$ cat config.mk
export PLATFORM = sky130hd
export DESIGN_NAME = contain_fit_nearest_scaler
export DESIGN_NICKNAME = d
export VERILOG_FILES = /design/src/design/cfns_pkg.sv /design/src/design/cfns_div.sv /design/src/design/cfns_dp.sv /design/src/design/cfns_ctrl.sv /design/src/design/contain_fit_nearest_scaler.sv
export SDC_FILE = /design/constraint.sdc
export NUM_CORES = 2
export LEC_CHECK = 0
export BUFFER_PORTS_ARGS = -buffer_cell sky130_fd_sc_hd__buf_2
export CAP_MARGIN = 40
export CORE_ASPECT_RATIO = 0.7
export CORE_MARGIN = 2
export CORE_UTILIZATION = 40
export DETAILED_ROUTE_END_ITERATION = 8
export PLACE_DENSITY = 0.59
export SLEW_MARGIN = 20
export SYNTH_ARGS = -nofsm -noshare
export SYNTH_HDL_FRONTEND = slang
export SYNTH_SLANG_ARGS = --single-unit
$ cat constraint.sdc
create_clock -name aclk -period 9 [get_ports aclk]
set_clock_uncertainty 0.05 [all_clocks]
set_input_delay 1.35 -clock aclk [delete_from_list [all_inputs] [get_ports aclk]]
set_output_delay 1.35 -clock aclk [all_outputs]
set_load 0.03 [all_outputs]
$ cat src/design/cfns_pkg.sv
`default_nettype none
package cfns_pkg;

    localparam int SRC_W          = 16;
    localparam int FRM_W          = 12;
    localparam int PROD_W         = SRC_W + FRM_W;
    localparam int DIV_NUM_W      = 30;
    localparam int DIV_DEN_W      = SRC_W;
    localparam int CFG_IDX_W      = 2;
    localparam int RGB_W          = 16;
    localparam int MAX_REPEAT_DEF = 8;

    localparam logic [CFG_IDX_W-1:0] REG_SRC_COLS   = 2'd0;
    localparam logic [CFG_IDX_W-1:0] REG_SRC_ROWS   = 2'd1;
    localparam logic [CFG_IDX_W-1:0] REG_FRAME_COLS = 2'd2;
    localparam logic [CFG_IDX_W-1:0] REG_FRAME_ROWS = 2'd3;

    localparam logic [1:0] SPAN_COL_LO = 2'd0;
    localparam logic [1:0] SPAN_COL_HI = 2'd1;
    localparam logic [1:0] SPAN_ROW_LO = 2'd2;
    localparam logic [1:0] SPAN_ROW_HI = 2'd3;

    typedef enum logic [3:0] {
        ST_IDLE,
        ST_FIT_MUL,
        ST_FIT_DIV,
        ST_FIT_WAIT,
        ST_FIT_SET,
        ST_PIX_MUL,
        ST_SPAN_DIV,
        ST_SPAN_WAIT,
        ST_SPAN_CHK,
        ST_EMIT
    } cfns_state_t;

    typedef struct packed {
        logic load;
        logic fit_mul;
        logic div_start;
        logic fit_set;
        logic pix_mul;
        logic span_store;
        logic span_chk;
        logic step;
    } cfns_cmd_t;

    typedef struct packed {
        logic div_busy;
        logic last_span;
        logic empty;
        logic last_out;
    } cfns_status_t;

    function automatic logic [RGB_W-1:0] pack_rgb565(input logic [7:0] r,
                                                     input logic [7:0] g,
                                                     input logic [7:0] b);
        pack_rgb565 = {r[7:3], g[7:2], b[7:3]};
    endfunction

endpackage
`default_nettype wire

$ cat src/design/cfns_div.sv
`default_nettype none
module cfns_div
    import cfns_pkg::*;
(
    input  wire logic                 aclk,
    input  wire logic                 aresetn,
    input  wire logic                 start,
    input  wire logic [DIV_NUM_W-1:0] num,
    input  wire logic [DIV_DEN_W-1:0] den,
    output logic                      busy,
    output logic [DIV_NUM_W-1:0]      quot
);

    // radix-4: two restoring steps per cycle
    localparam int STEPS = DIV_NUM_W / 2;
    localparam int CNT_W = $clog2(STEPS + 1);

    logic [DIV_DEN_W-1:0] den_reg;
    logic [DIV_DEN_W-1:0] rem_reg, rem_next;
    logic [DIV_NUM_W-1:0] quo_reg, quo_next;
    logic [CNT_W-1:0]     cnt_reg;
    logic                 busy_reg;

    always_comb begin
        logic [DIV_DEN_W:0]   trial;
        logic [DIV_DEN_W-1:0] r;
        logic [DIV_NUM_W-1:0] q;
        r = rem_reg;
        q = quo_reg;
        for (int k = 0; k < 2; k++) begin
            trial = {r, q[DIV_NUM_W-1]};
            q = {q[DIV_NUM_W-2:0], 1'b0};
            if (trial >= {1'b0, den_reg}) begin
                trial = trial - {1'b0, den_reg};
                q[0] = 1'b1;
            end
            r = trial[DIV_DEN_W-1:0];
        end
        rem_next = r;
        quo_next = q;
    end

    always_ff @(posedge aclk) begin
        if (!aresetn) begin
            busy_reg <= 1'b0;
            cnt_reg  <= '0;
        end else if (start) begin
            busy_reg <= 1'b1;
            cnt_reg  <= CNT_W'(STEPS);
        end else if (busy_reg) begin
            cnt_reg  <= cnt_reg - CNT_W'(1);
            busy_reg <= (cnt_reg != CNT_W'(1));
        end
    end

    always_ff @(posedge aclk) begin
        if (start) begin
            den_reg <= den;
            rem_reg <= '0;
            quo_reg <= num;
        end else if (busy_reg) begin
            rem_reg <= rem_next;
            quo_reg <= quo_next;
        end
    end

    assign busy = busy_reg;
    assign quot = quo_reg;

endmodule
`default_nettype wire

$ cat src/design/cfns_dp.sv
`default_nettype none
module cfns_dp
    import cfns_pkg::*;
#(
    parameter int MAX_REPEAT = MAX_REPEAT_DEF
) (
    input  wire logic                 aclk,
    input  wire logic                 aresetn,
    input  wire logic                 cfg_wr_en,
    input  wire logic [CFG_IDX_W-1:0] cfg_index,
    input  wire logic [SRC_W-1:0]     cfg_data,
    input  wire logic                 s_mode,
    input  wire logic [SRC_W-1:0]     s_pix_col,
    input  wire logic [SRC_W-1:0]     s_pix_row,
    input  wire logic [7:0]           s_blue_in,
    input  wire logic [7:0]           s_green_in,
    input  wire logic [7:0]           s_red_in,
    input  wire cfns_cmd_t            cmd,
    output cfns_status_t              status,
    output logic [FRM_W-1:0]          m_dest_col,
    output logic [FRM_W-1:0]          m_dest_row,
    output logic [RGB_W-1:0]          m_rgb565_out,
    output logic                      m_last_of_run,
    output logic                      m_clipped
);

    localparam int RUN_W = $clog2(MAX_REPEAT + 1);

    logic [SRC_W-1:0] src_cols_reg, src_rows_reg;
    logic [FRM_W-1:0] frame_cols_reg, frame_rows_reg;
    logic [FRM_W-1:0] fit_cols_reg, fit_rows_reg, pad_left_reg, pad_top_reg;

    logic [SRC_W-1:0] pix_col_reg, pix_row_reg;
    logic [RGB_W-1:0] color_reg;
    logic [PROD_W-1:0] prod_a_reg, prod_b_reg;
    logic              ge_reg;
    logic              pix_mode_reg;
    logic [1:0]        span_sel_reg;
    logic [DIV_NUM_W-1:0] x0_reg, x1_reg, y0_reg, y1_reg;
    logic [FRM_W-1:0]  x0_out_reg, y0_out_reg;
    logic [RUN_W-1:0]  nx_reg, ny_reg, i_reg, j_reg;
    logic              cut_reg;

    logic [SRC_W-1:0] sc, sr;
    logic [FRM_W-1:0] fc, fr;
    logic [DIV_NUM_W-1:0] div_num;
    logic [DIV_DEN_W-1:0] div_den;
    logic                 div_busy;
    logic [DIV_NUM_W-1:0] div_quot;

    // zero-valued size registers act as 1
    assign sc = (src_cols_reg == '0)   ? SRC_W'(1) : src_cols_reg;
    assign sr = (src_rows_reg == '0)   ? SRC_W'(1) : src_rows_reg;
    assign fc = (frame_cols_reg == '0) ? FRM_W'(1) : frame_cols_reg;
    assign fr = (frame_rows_reg == '0) ? FRM_W'(1) : frame_rows_reg;

    always_ff @(posedge aclk) begin
        if (!aresetn) begin
            src_cols_reg   <= SRC_W'(1);
            src_rows_reg   <= SRC_W'(1);
            frame_cols_reg <= FRM_W'(1);
            frame_rows_reg <= FRM_W'(1);
        end else if (cfg_wr_en) begin
            unique case (cfg_index)
                REG_SRC_COLS:   src_cols_reg   <= cfg_data;
                REG_SRC_ROWS:   src_rows_reg   <= cfg_data;
                REG_FRAME_COLS: frame_cols_reg <= cfg_data[FRM_W-1:0];
                REG_FRAME_ROWS: frame_rows_reg <= cfg_data[FRM_W-1:0];
                default: ;
            endcase
        end
    end

    // divider operand select
    always_comb begin
        logic [DIV_NUM_W-1:0] sc_m1, sr_m1;
        sc_m1 = DIV_NUM_W'(sc) - DIV_NUM_W'(1);
        sr_m1 = DIV_NUM_W'(sr) - DIV_NUM_W'(1);
        div_num = '0;
        div_den = sc;
        if (!pix_mode_reg) begin
            div_num = (prod_a_reg >= prod_b_reg) ? DIV_NUM_W'(prod_b_reg)
                                                 : DIV_NUM_W'(prod_a_reg);
            div_den = (prod_a_reg >= prod_b_reg) ? sc : sr;
        end else begin
            case (span_sel_reg)
                SPAN_COL_LO: begin
                    div_num = DIV_NUM_W'(prod_a_reg) + sc_m1;
                    div_den = sc;
                end
                SPAN_COL_HI: begin
                    div_num = DIV_NUM_W'(prod_a_reg) + DIV_NUM_W'(fit_cols_reg) + sc_m1;
                    div_den = sc;
                end
                SPAN_ROW_LO: begin
                    div_num = DIV_NUM_W'(prod_b_reg) + sr_m1;
                    div_den = sr;
                end
                default: begin
                    div_num = DIV_NUM_W'(prod_b_reg) + DIV_NUM_W'(fit_rows_reg) + sr_m1;
                    div_den = sr;
                end
            endcase
        end
    end

    cfns_div u_div (
        .aclk    (aclk),
        .aresetn (aresetn),
        .start   (cmd.div_start),
        .num     (div_num),
        .den     (div_den),
        .busy    (div_busy),
        .quot    (div_quot)
    );

    // clamp upper bounds to the fit size, then count run lengths
    logic [DIV_NUM_W-1:0] x1c, y1c, nx_full, ny_full;
    logic                 x_empty, y_empty;
    logic [RUN_W-1:0]     nx_cl, ny_cl;
    logic                 cut_now;

    always_comb begin
        x1c = (x1_reg > DIV_NUM_W'(fit_cols_reg)) ? DIV_NUM_W'(fit_cols_reg) : x1_reg;
        y1c = (y1_reg > DIV_NUM_W'(fit_rows_reg)) ? DIV_NUM_W'(fit_rows_reg) : y1_reg;
        x_empty = (x1c <= x0_reg);
        y_empty = (y1c <= y0_reg);
        nx_full = x1c - x0_reg;
        ny_full = y1c - y0_reg;
        cut_now = 1'b0;
        nx_cl = nx_full[RUN_W-1:0];
        ny_cl = ny_full[RUN_W-1:0];
        if (nx_full > DIV_NUM_W'(MAX_REPEAT)) begin
            nx_cl   = RUN_W'(MAX_REPEAT);
            cut_now = 1'b1;
        end
        if (ny_full > DIV_NUM_W'(MAX_REPEAT)) begin
            ny_cl   = RUN_W'(MAX_REPEAT);
            cut_now = 1'b1;
        end
    end

    logic i_last, j_last;
    assign i_last = (i_reg == nx_reg - RUN_W'(1));
    assign j_last = (j_reg == ny_reg - RUN_W'(1));

    // fit size result
    logic [FRM_W-1:0] q12, w_new, h_new;
    always_comb begin
        q12   = div_quot[FRM_W-1:0];
        w_new = ge_reg ? fc : q12;
        h_new = ge_reg ? q12 : fr;
        if (w_new == '0) w_new = FRM_W'(1);
        if (h_new == '0) h_new = FRM_W'(1);
    end

    always_ff @(posedge aclk) begin
        if (!aresetn) begin
            fit_cols_reg <= FRM_W'(1);
            fit_rows_reg <= FRM_W'(1);
            pad_left_reg <= '0;
            pad_top_reg  <= '0;
            span_sel_reg <= SPAN_COL_LO;
            pix_mode_reg <= 1'b0;
        end else begin
            if (cmd.load) pix_mode_reg <= s_mode;
            if (cmd.fit_set) begin
                fit_cols_reg <= w_new;
                fit_rows_reg <= h_new;
                pad_left_reg <= (fc - w_new) >> 1;
                pad_top_reg  <= (fr - h_new) >> 1;
            end
            if (cmd.pix_mul) span_sel_reg <= SPAN_COL_LO;
            else if (cmd.span_store) span_sel_reg <= span_sel_reg + 2'd1;
        end
    end

    always_ff @(posedge aclk) begin
        if (cmd.load) begin
            pix_col_reg <= s_pix_col;
            pix_row_reg <= s_pix_row;
            color_reg   <= pack_rgb565(s_red_in, s_green_in, s_blue_in);
        end
        if (cmd.fit_mul) begin
            prod_a_reg <= PROD_W'(sc) * PROD_W'(fr);
            prod_b_reg <= PROD_W'(sr) * PROD_W'(fc);
        end
        if (cmd.pix_mul) begin
            prod_a_reg <= PROD_W'(pix_col_reg) * PROD_W'(fit_cols_reg);
            prod_b_reg <= PROD_W'(pix_row_reg) * PROD_W'(fit_rows_reg);
        end
        if (cmd.div_start) ge_reg <= (prod_a_reg >= prod_b_reg);
        if (cmd.span_store) begin
            case (span_sel_reg)
                SPAN_COL_LO: x0_reg <= div_quot;
                SPAN_COL_HI: x1_reg <= div_quot;
                SPAN_ROW_LO: y0_reg <= div_quot;
                default:     y1_reg <= div_quot;
            endcase
        end
        if (cmd.span_chk) begin
            nx_reg     <= nx_cl;
            ny_reg     <= ny_cl;
            cut_reg    <= cut_now;
            x0_out_reg <= x0_reg[FRM_W-1:0] + pad_left_reg;
            y0_out_reg <= y0_reg[FRM_W-1:0] + pad_top_reg;
            i_reg      <= '0;
            j_reg      <= '0;
        end else if (cmd.step) begin
            if (i_last) begin
                i_reg <= '0;
                j_reg <= j_reg + RUN_W'(1);
            end else begin
                i_reg <= i_reg + RUN_W'(1);
            end
        end
    end

    assign status.div_busy  = div_busy;
    assign status.last_span = (span_sel_reg == SPAN_ROW_HI);
    assign status.empty     = x_empty | y_empty;
    assign status.last_out  = i_last & j_last;

    assign m_dest_col    = x0_out_reg + FRM_W'(i_reg);
    assign m_dest_row    = y0_out_reg + FRM_W'(j_reg);
    assign m_rgb565_out  = color_reg;
    assign m_last_of_run = i_last & j_last;
    assign m_clipped     = cut_reg;

endmodule
`default_nettype wire

$ cat src/design/cfns_ctrl.sv
`default_nettype none
module cfns_ctrl
    import cfns_pkg::*;
(
    input  wire logic         aclk,
    input  wire logic         aresetn,
    input  wire logic         s_valid,
    input  wire logic         s_mode,
    output logic              s_ready,
    output logic              m_valid,
    input  wire logic         m_ready,
    input  wire cfns_status_t status,
    output cfns_cmd_t         cmd
);

    cfns_state_t state_reg, state_next;

    always_ff @(posedge aclk) begin
        if (!aresetn) begin
            state_reg <= ST_IDLE;
        end else begin
            state_reg <= state_next;
        end
    end

    always_comb begin
        state_next = state_reg;
        cmd        = '0;
        s_ready    = 1'b0;
        m_valid    = 1'b0;
        unique case (state_reg)
            ST_IDLE: begin
                s_ready = 1'b1;
                if (s_valid) begin
                    cmd.load   = 1'b1;
                    state_next = s_mode ? ST_PIX_MUL : ST_FIT_MUL;
                end
            end
            ST_FIT_MUL: begin
                cmd.fit_mul = 1'b1;
                state_next  = ST_FIT_DIV;
            end
            ST_FIT_DIV: begin
                cmd.div_start = 1'b1;
                state_next    = ST_FIT_WAIT;
            end
            ST_FIT_WAIT: begin
                if (!status.div_busy) state_next = ST_FIT_SET;
            end
            ST_FIT_SET: begin
                cmd.fit_set = 1'b1;
                state_next  = ST_IDLE;
            end
            ST_PIX_MUL: begin
                cmd.pix_mul = 1'b1;
                state_next  = ST_SPAN_DIV;
            end
            ST_SPAN_DIV: begin
                cmd.div_start = 1'b1;
                state_next    = ST_SPAN_WAIT;
            end
            ST_SPAN_WAIT: begin
                if (!status.div_busy) begin
                    cmd.span_store = 1'b1;
                    state_next     = status.last_span ? ST_SPAN_CHK : ST_SPAN_DIV;
                end
            end
            ST_SPAN_CHK: begin
                if (status.empty) begin
                    state_next = ST_IDLE;
                end else begin
                    cmd.span_chk = 1'b1;
                    state_next   = ST_EMIT;
                end
            end
            ST_EMIT: begin
                m_valid = 1'b1;
                if (m_ready) begin
                    cmd.step = 1'b1;
                    if (status.last_out) state_next = ST_IDLE;
                end
            end
            default: state_next = ST_IDLE;
        endcase
    end

endmodule
`default_nettype wire

$ cat src/design/contain_fit_nearest_scaler.sv
`default_nettype none
// A start request (s_mode low) gives no result. A pixel request runs four passes of the
// shared radix-4 divider before its first result, then gives one
// result per cycle while m_ready is high, up to MAX_REPEAT squared results.
// One request in flight at a time.
// Reset (aresetn low, synchronous): idle, size registers 1, fit 1x1, pads 0.
module contain_fit_nearest_scaler
    import cfns_pkg::*;
#(
    parameter int MAX_REPEAT = MAX_REPEAT_DEF
) (
    input  wire logic                 aclk,
    input  wire logic                 aresetn,
    // configuration writes
    input  wire logic                 cfg_wr_en,
    input  wire logic [CFG_IDX_W-1:0] cfg_index,
    input  wire logic [SRC_W-1:0]     cfg_data,
    // request channel
    input  wire logic                 s_valid,
    output logic                      s_ready,
    input  wire logic                 s_mode,
    input  wire logic [SRC_W-1:0]     s_pix_col,
    input  wire logic [SRC_W-1:0]     s_pix_row,
    input  wire logic [7:0]           s_blue_in,
    input  wire logic [7:0]           s_green_in,
    input  wire logic [7:0]           s_red_in,
    // result channel
    output logic                      m_valid,
    input  wire logic                 m_ready,
    output logic [FRM_W-1:0]          m_dest_col,
    output logic [FRM_W-1:0]          m_dest_row,
    output logic [RGB_W-1:0]          m_rgb565_out,
    output logic                      m_last_of_run,
    output logic                      m_clipped
);

    cfns_cmd_t    cmd;
    cfns_status_t status;

    // sequencer: accept, multiply, divide passes, emit loop
    cfns_ctrl u_ctrl (
        .aclk    (aclk),
        .aresetn (aresetn),
        .s_valid (s_valid),
        .s_mode  (s_mode),
        .s_ready (s_ready),
        .m_valid (m_valid),
        .m_ready (m_ready),
        .status  (status),
        .cmd     (cmd)
    );

    // config, fit/pad state, span math and output counters
    cfns_dp #(
        .MAX_REPEAT (MAX_REPEAT)
    ) u_dp (
        .aclk          (aclk),
        .aresetn       (aresetn),
        .cfg_wr_en     (cfg_wr_en),
        .cfg_index     (cfg_index),
        .cfg_data      (cfg_data),
        .s_mode        (s_mode),
        .s_pix_col     (s_pix_col),
        .s_pix_row     (s_pix_row),
        .s_blue_in     (s_blue_in),
        .s_green_in    (s_green_in),
        .s_red_in      (s_red_in),
        .cmd           (cmd),
        .status        (status),
        .m_dest_col    (m_dest_col),
        .m_dest_row    (m_dest_row),
        .m_rgb565_out  (m_rgb565_out),
        .m_last_of_run (m_last_of_run),
        .m_clipped     (m_clipped)
    );

    // never take a request while results are pending
    a_no_overlap: assert property (@(posedge aclk) disable iff (!aresetn)
        !(s_ready && m_valid))
        else $error("request accepted during result output");

    // after an accepted request the block is not ready in the next cycle
    a_busy_after_accept: assert property (@(posedge aclk) disable iff (!aresetn)
        (s_valid && s_ready) |=> !s_ready)
        else $error("ready not dropped after request");

    // final result of a run closes the output
    a_last_closes: assert property (@(posedge aclk) disable iff (!aresetn)
        (m_valid && m_ready && m_last_of_run) |=> !m_valid)
        else $error("result after last_of_run");

    // clip flag is constant over one run
    a_clip_steady: assert property (@(posedge aclk) disable iff (!aresetn)
        (m_valid && m_ready && !m_last_of_run) |=> (m_valid && m_clipped == $past(m_clipped)))
        else $error("clipped changed within a run");

endmodule
`default_nettype wire
==> impl_metrics.env <==
export IMPL_outcome="completed"
export IMPL_nets=7443
export IMPL_antenna_found_initial=14
export IMPL_hold_path_class="flip-flop to flip-flop"
export IMPL_wl_met2_um=67900
export IMPL_cpPeakStageDelay_ns=0.78
export IMPL_cp_data_required_time_ns=9.37
export IMPL_die_width_um=447
export IMPL_synth_ff_type="edfxtp_1"
export IMPL_rows=113
export IMPL_cts_buffers=50
export IMPL_grt_pass1_vias=43700
export IMPL_avgSynthCellArea_um2=8.83
export IMPL_cts_tree="yes"
export IMPL_cp_slowest_cell="nor4_1"
export IMPL_multi_input_area_um2=38800
export IMPL_cap_violations=0
export IMPL_root_buffer="clkbuf_16"
export IMPL_crit_buf_inv=5
export IMPL_tns_ns=0
export IMPL_finalHoldViolCount=0
export IMPL_synth_edf_count=304
export IMPL_ctsHoldBuffers=0
export IMPL_grt_pass1_wl_um=258000
export IMPL_setup_viol=0
export IMPL_critPathCaptureType="flip-flop"
export IMPL_coreArea_um2=136000
export IMPL_final_antenna_net_count=0
export IMPL_critPathMostFrequentCell="fa_1"
export IMPL_fin_util_pct=43.8
export IMPL_syn_area_um2=55000
export IMPL_cts_htree_levels=2
export IMPL_wirelength_um=166000
export IMPL_rsz0062_at_grt="no"
export IMPL_drtIter0Drc=3994
export IMPL_synthCells=6228
export IMPL_p_leak_nw=27.5
export IMPL_min_period_over_period_pct=90.0
export IMPL_final_layout_size_suffix_gt1_share_pct=6.77
export IMPL_grt_max_degree=68
export IMPL_min_period_ns=8.10
export IMPL_highest_layer="met4"
export IMPL_drtPass1Iterations=6
export IMPL_seqCellArea_um2=11900
export IMPL_ys_seq_elements=442
export IMPL_max_slew_margin_pct=35.3
export IMPL_cts_setup_buffers=0
export IMPL_cp_data_arrival_time_ns=8.47
export IMPL_powerDensity_nw_per_um2=262
export IMPL_clkTransAtPathRegs_ns=0.07
export IMPL_max_freq_ghz=0.123
export IMPL_worstSkewPairLatency_ns=0.69
export IMPL_crit_type="flip-flop to flip-flop"
export IMPL_io_buffer_count=115
export IMPL_drc=0
export IMPL_startpoint_type="flip-flop"
export IMPL_met3_length_um=16000
export IMPL_place_ws_ns=1.03
export IMPL_path_delay_family="adder cells"
export IMPL_hold_ws_ns=0.424
export IMPL_dp_final_hpwl_um=130000
export IMPL_routedWlPerCell_um=20.4
export IMPL_synthToLayoutAreaGrowth_pct=8.24
export IMPL_grt_overflow=0
export IMPL_start_util_pct=40.4
export IMPL_place_gp_congestion=0.942
export IMPL_met1_length_um=77500
export IMPL_irDropWorstVdd_v=0.000263
export IMPL_via_count=44000
export IMPL_cts_sink_count=442
export IMPL_yosys_cell_types_count=84
export IMPL_tightest_slew_ns=0.962
export IMPL_crit_fanout=17
export IMPL_setup_ws_ns=0.900
export IMPL_cts_path_max_buffers=3
export IMPL_post_cts_resized=0
export IMPL_die_area_um2=141000
export IMPL_synthArstFlopShare_pct=0
export IMPL_slew_viol_final=0
export IMPL_synth_yosys_seq_area_share_pct=21.6
export IMPL_track_usage_pct=23.9
export IMPL_yosysWarnings=0
export IMPL_io_pins=124
export IMPL_die_y_um=314
export IMPL_nFillCells=13400
export IMPL_detail_route_vias_per_cell=5.42
[power breakdown]
group / total, mW / internal, mW / switching, mW
logic: 9.97 / 3.92 / 6.05
clock network: 2.16 / 1.17 / 0.989
registers: 3.47 / 2.70 / 0.765
[worst paths after layout]
path | slack [ns] | cells after the start | end | startpoint
worst min-delay path | 0.42 | 2 | u_dp.pad_left_reg[3] | u_dp.pad_left_reg[3]
worst max register to register | 0.90 | 25 | u_dp.prod_a_reg[23] | u_dp.src_cols_reg[10]
worst min register to register | 0.42 | 2 | u_dp.pad_left_reg[3] | u_dp.pad_left_reg[3]
worst max-delay path | 0.90 | 25 | u_dp.prod_a_reg[23] | u_dp.src_cols_reg[10]
[Yosys cell counts, types with 20 or more instances]
cell type,count,area share (%)
edfxtp_1,304,17
o211ai_1,29,0.40
a211oi_1,49,0.67
xor2_1,113,1.8
mux2i_1,56,1.0
fa_1,574,21
o21a_1,50,0.68
and3_1,36,0.41
nor2b_1,57,0.65
nand3_1,96,0.87
nor2_1,241,1.6
clkbuf_1,272,1.9
a21boi_0,80,1.1
a21o_1,114,1.6
ha_1,553,13
xnor2_1,190,3.0
nand2b_1,54,0.61
a21oi_1,296,2.7
or3_1,28,0.32
dfxtp_1,138,5.0
o21ai_0,223,2.0
and2_1,262,3.0
o21bai_1,24,0.33
mux2_2,72,1.5
nand2_1,923,6.3
nor4_1,44,0.50
buf_1,20,0.14
o211a_1,29,0.53
a31oi_1,26,0.30
nor3_1,93,0.85
nand4_1,47,0.53
inv_1,907,6.2
[cell usage in the layout, fill, tap and decap left out, drive strengths merged, types with 12 or more instances in the layout]
| cell type | netlist | routed |
|---|---|---|
| xnor2 | 190 | 190 |
| a31oi | 26 | 26 |
| inv | 907 | 913 |
| fa | 574 | 574 |
| o21bai | 24 | 24 |
| o31ai | 18 | 18 |
| nor2 | 241 | 241 |
| nand3 | 96 | 96 |
| o211ai | 30 | 30 |
| nand2b | 54 | 54 |
| or2 | 12 | 12 |
| dfxtp | 138 | 138 |
| o21ai | 234 | 234 |
| or3 | 28 | 28 |
| a21oi | 296 | 296 |
| nor3b | 14 | 14 |
| xor2 | 113 | 113 |
| nor4 | 45 | 45 |
| clkbuf | 272 | 62 |
| o211a | 29 | 29 |
| mux2i | 56 | 56 |
| edfxtp | 304 | 304 |
| nand2 | 923 | 923 |
| and3 | 36 | 36 |
| conb | 1 | 36 |
| ha | 553 | 553 |
| clkinv | 0 | 19 |
| a21o | 114 | 114 |
| mux2 | 72 | 72 |
| nand4 | 47 | 47 |
| buf | 28 | 221 |
| nor2b | 57 | 57 |
| a21boi | 81 | 81 |
| o21a | 50 | 50 |
| nor3 | 93 | 93 |
| and2 | 262 | 262 |
| a211o | 13 | 13 |
| a211oi | 49 | 49 |
[metrics by stage]
step | cell area (um^2) | power [mW] | std cells
after floorplan | 55100 | 10.2 | 6263
after detailed placement | 57800 | 13.2 | 8022
final | 59500 | 15.6 | 8120
after global placement | 57600 | 13.1 | 8010
after CTS | 59500 | 15.5 | 8116
after global routing | 59500 | 17.0 | 8118
[worst reg2reg max path, stage by stage, from the launching register on]
cell and delay [ns]:
dfxtp_1 0.30, buf_4 0.20, or4_1 0.64, nor4_1 0.78, and3_1 0.29, a21o_1 0.29
buf_4 0.23, nand2_1 0.09, fa_1 0.52, fa_1 0.54, inv_1 0.05, fa_1 0.50
fa_1 0.54, inv_1 0.06, fa_1 0.52, inv_1 0.04, ha_1 0.20, nor3_1 0.24
a21boi_0 0.34, nor2_1 0.14, a211o_1 0.34, and2_1 0.16, o21a_1 0.18, o21a_1 0.18
o311a_1 0.30, a21o_1 0.15
[final cells by class]
class / instances / area share [%]
antenna: 2 / 0.00841
clock buffer: 62 / 2.27
clock inverter: 32 / 0.551
inverter: 907 / 5.72
multi-input combinational: 4614 / 65.1
sequential: 442 / 20.0
tap: 1840 / 3.87
timing repair buffer: 221 / 2.50
[cells by family (layout without fill, tap and decap cells)]
group,after synthesis,after routing,share of synthesized area (%)
other cells,1,38,0.00682
xor+xnor,303,303,4.83
simple gates,1943,1943,16.6
flops,442,442,21.6
fa+ha+maj,1127,1127,33.5
mux,128,128,2.49
compound gates,1077,1077,12.8
buf+inv,1207,1222,8.26
[routing by layer]
metal	up-vias	GRT usage, %
met1	21600	35.5
met2	1615	34.9
met3	200	5.29
li1	20600	-
met5	-	0
met4	0	6.11
No activity file was read; power rests on OpenSTA's default activity.
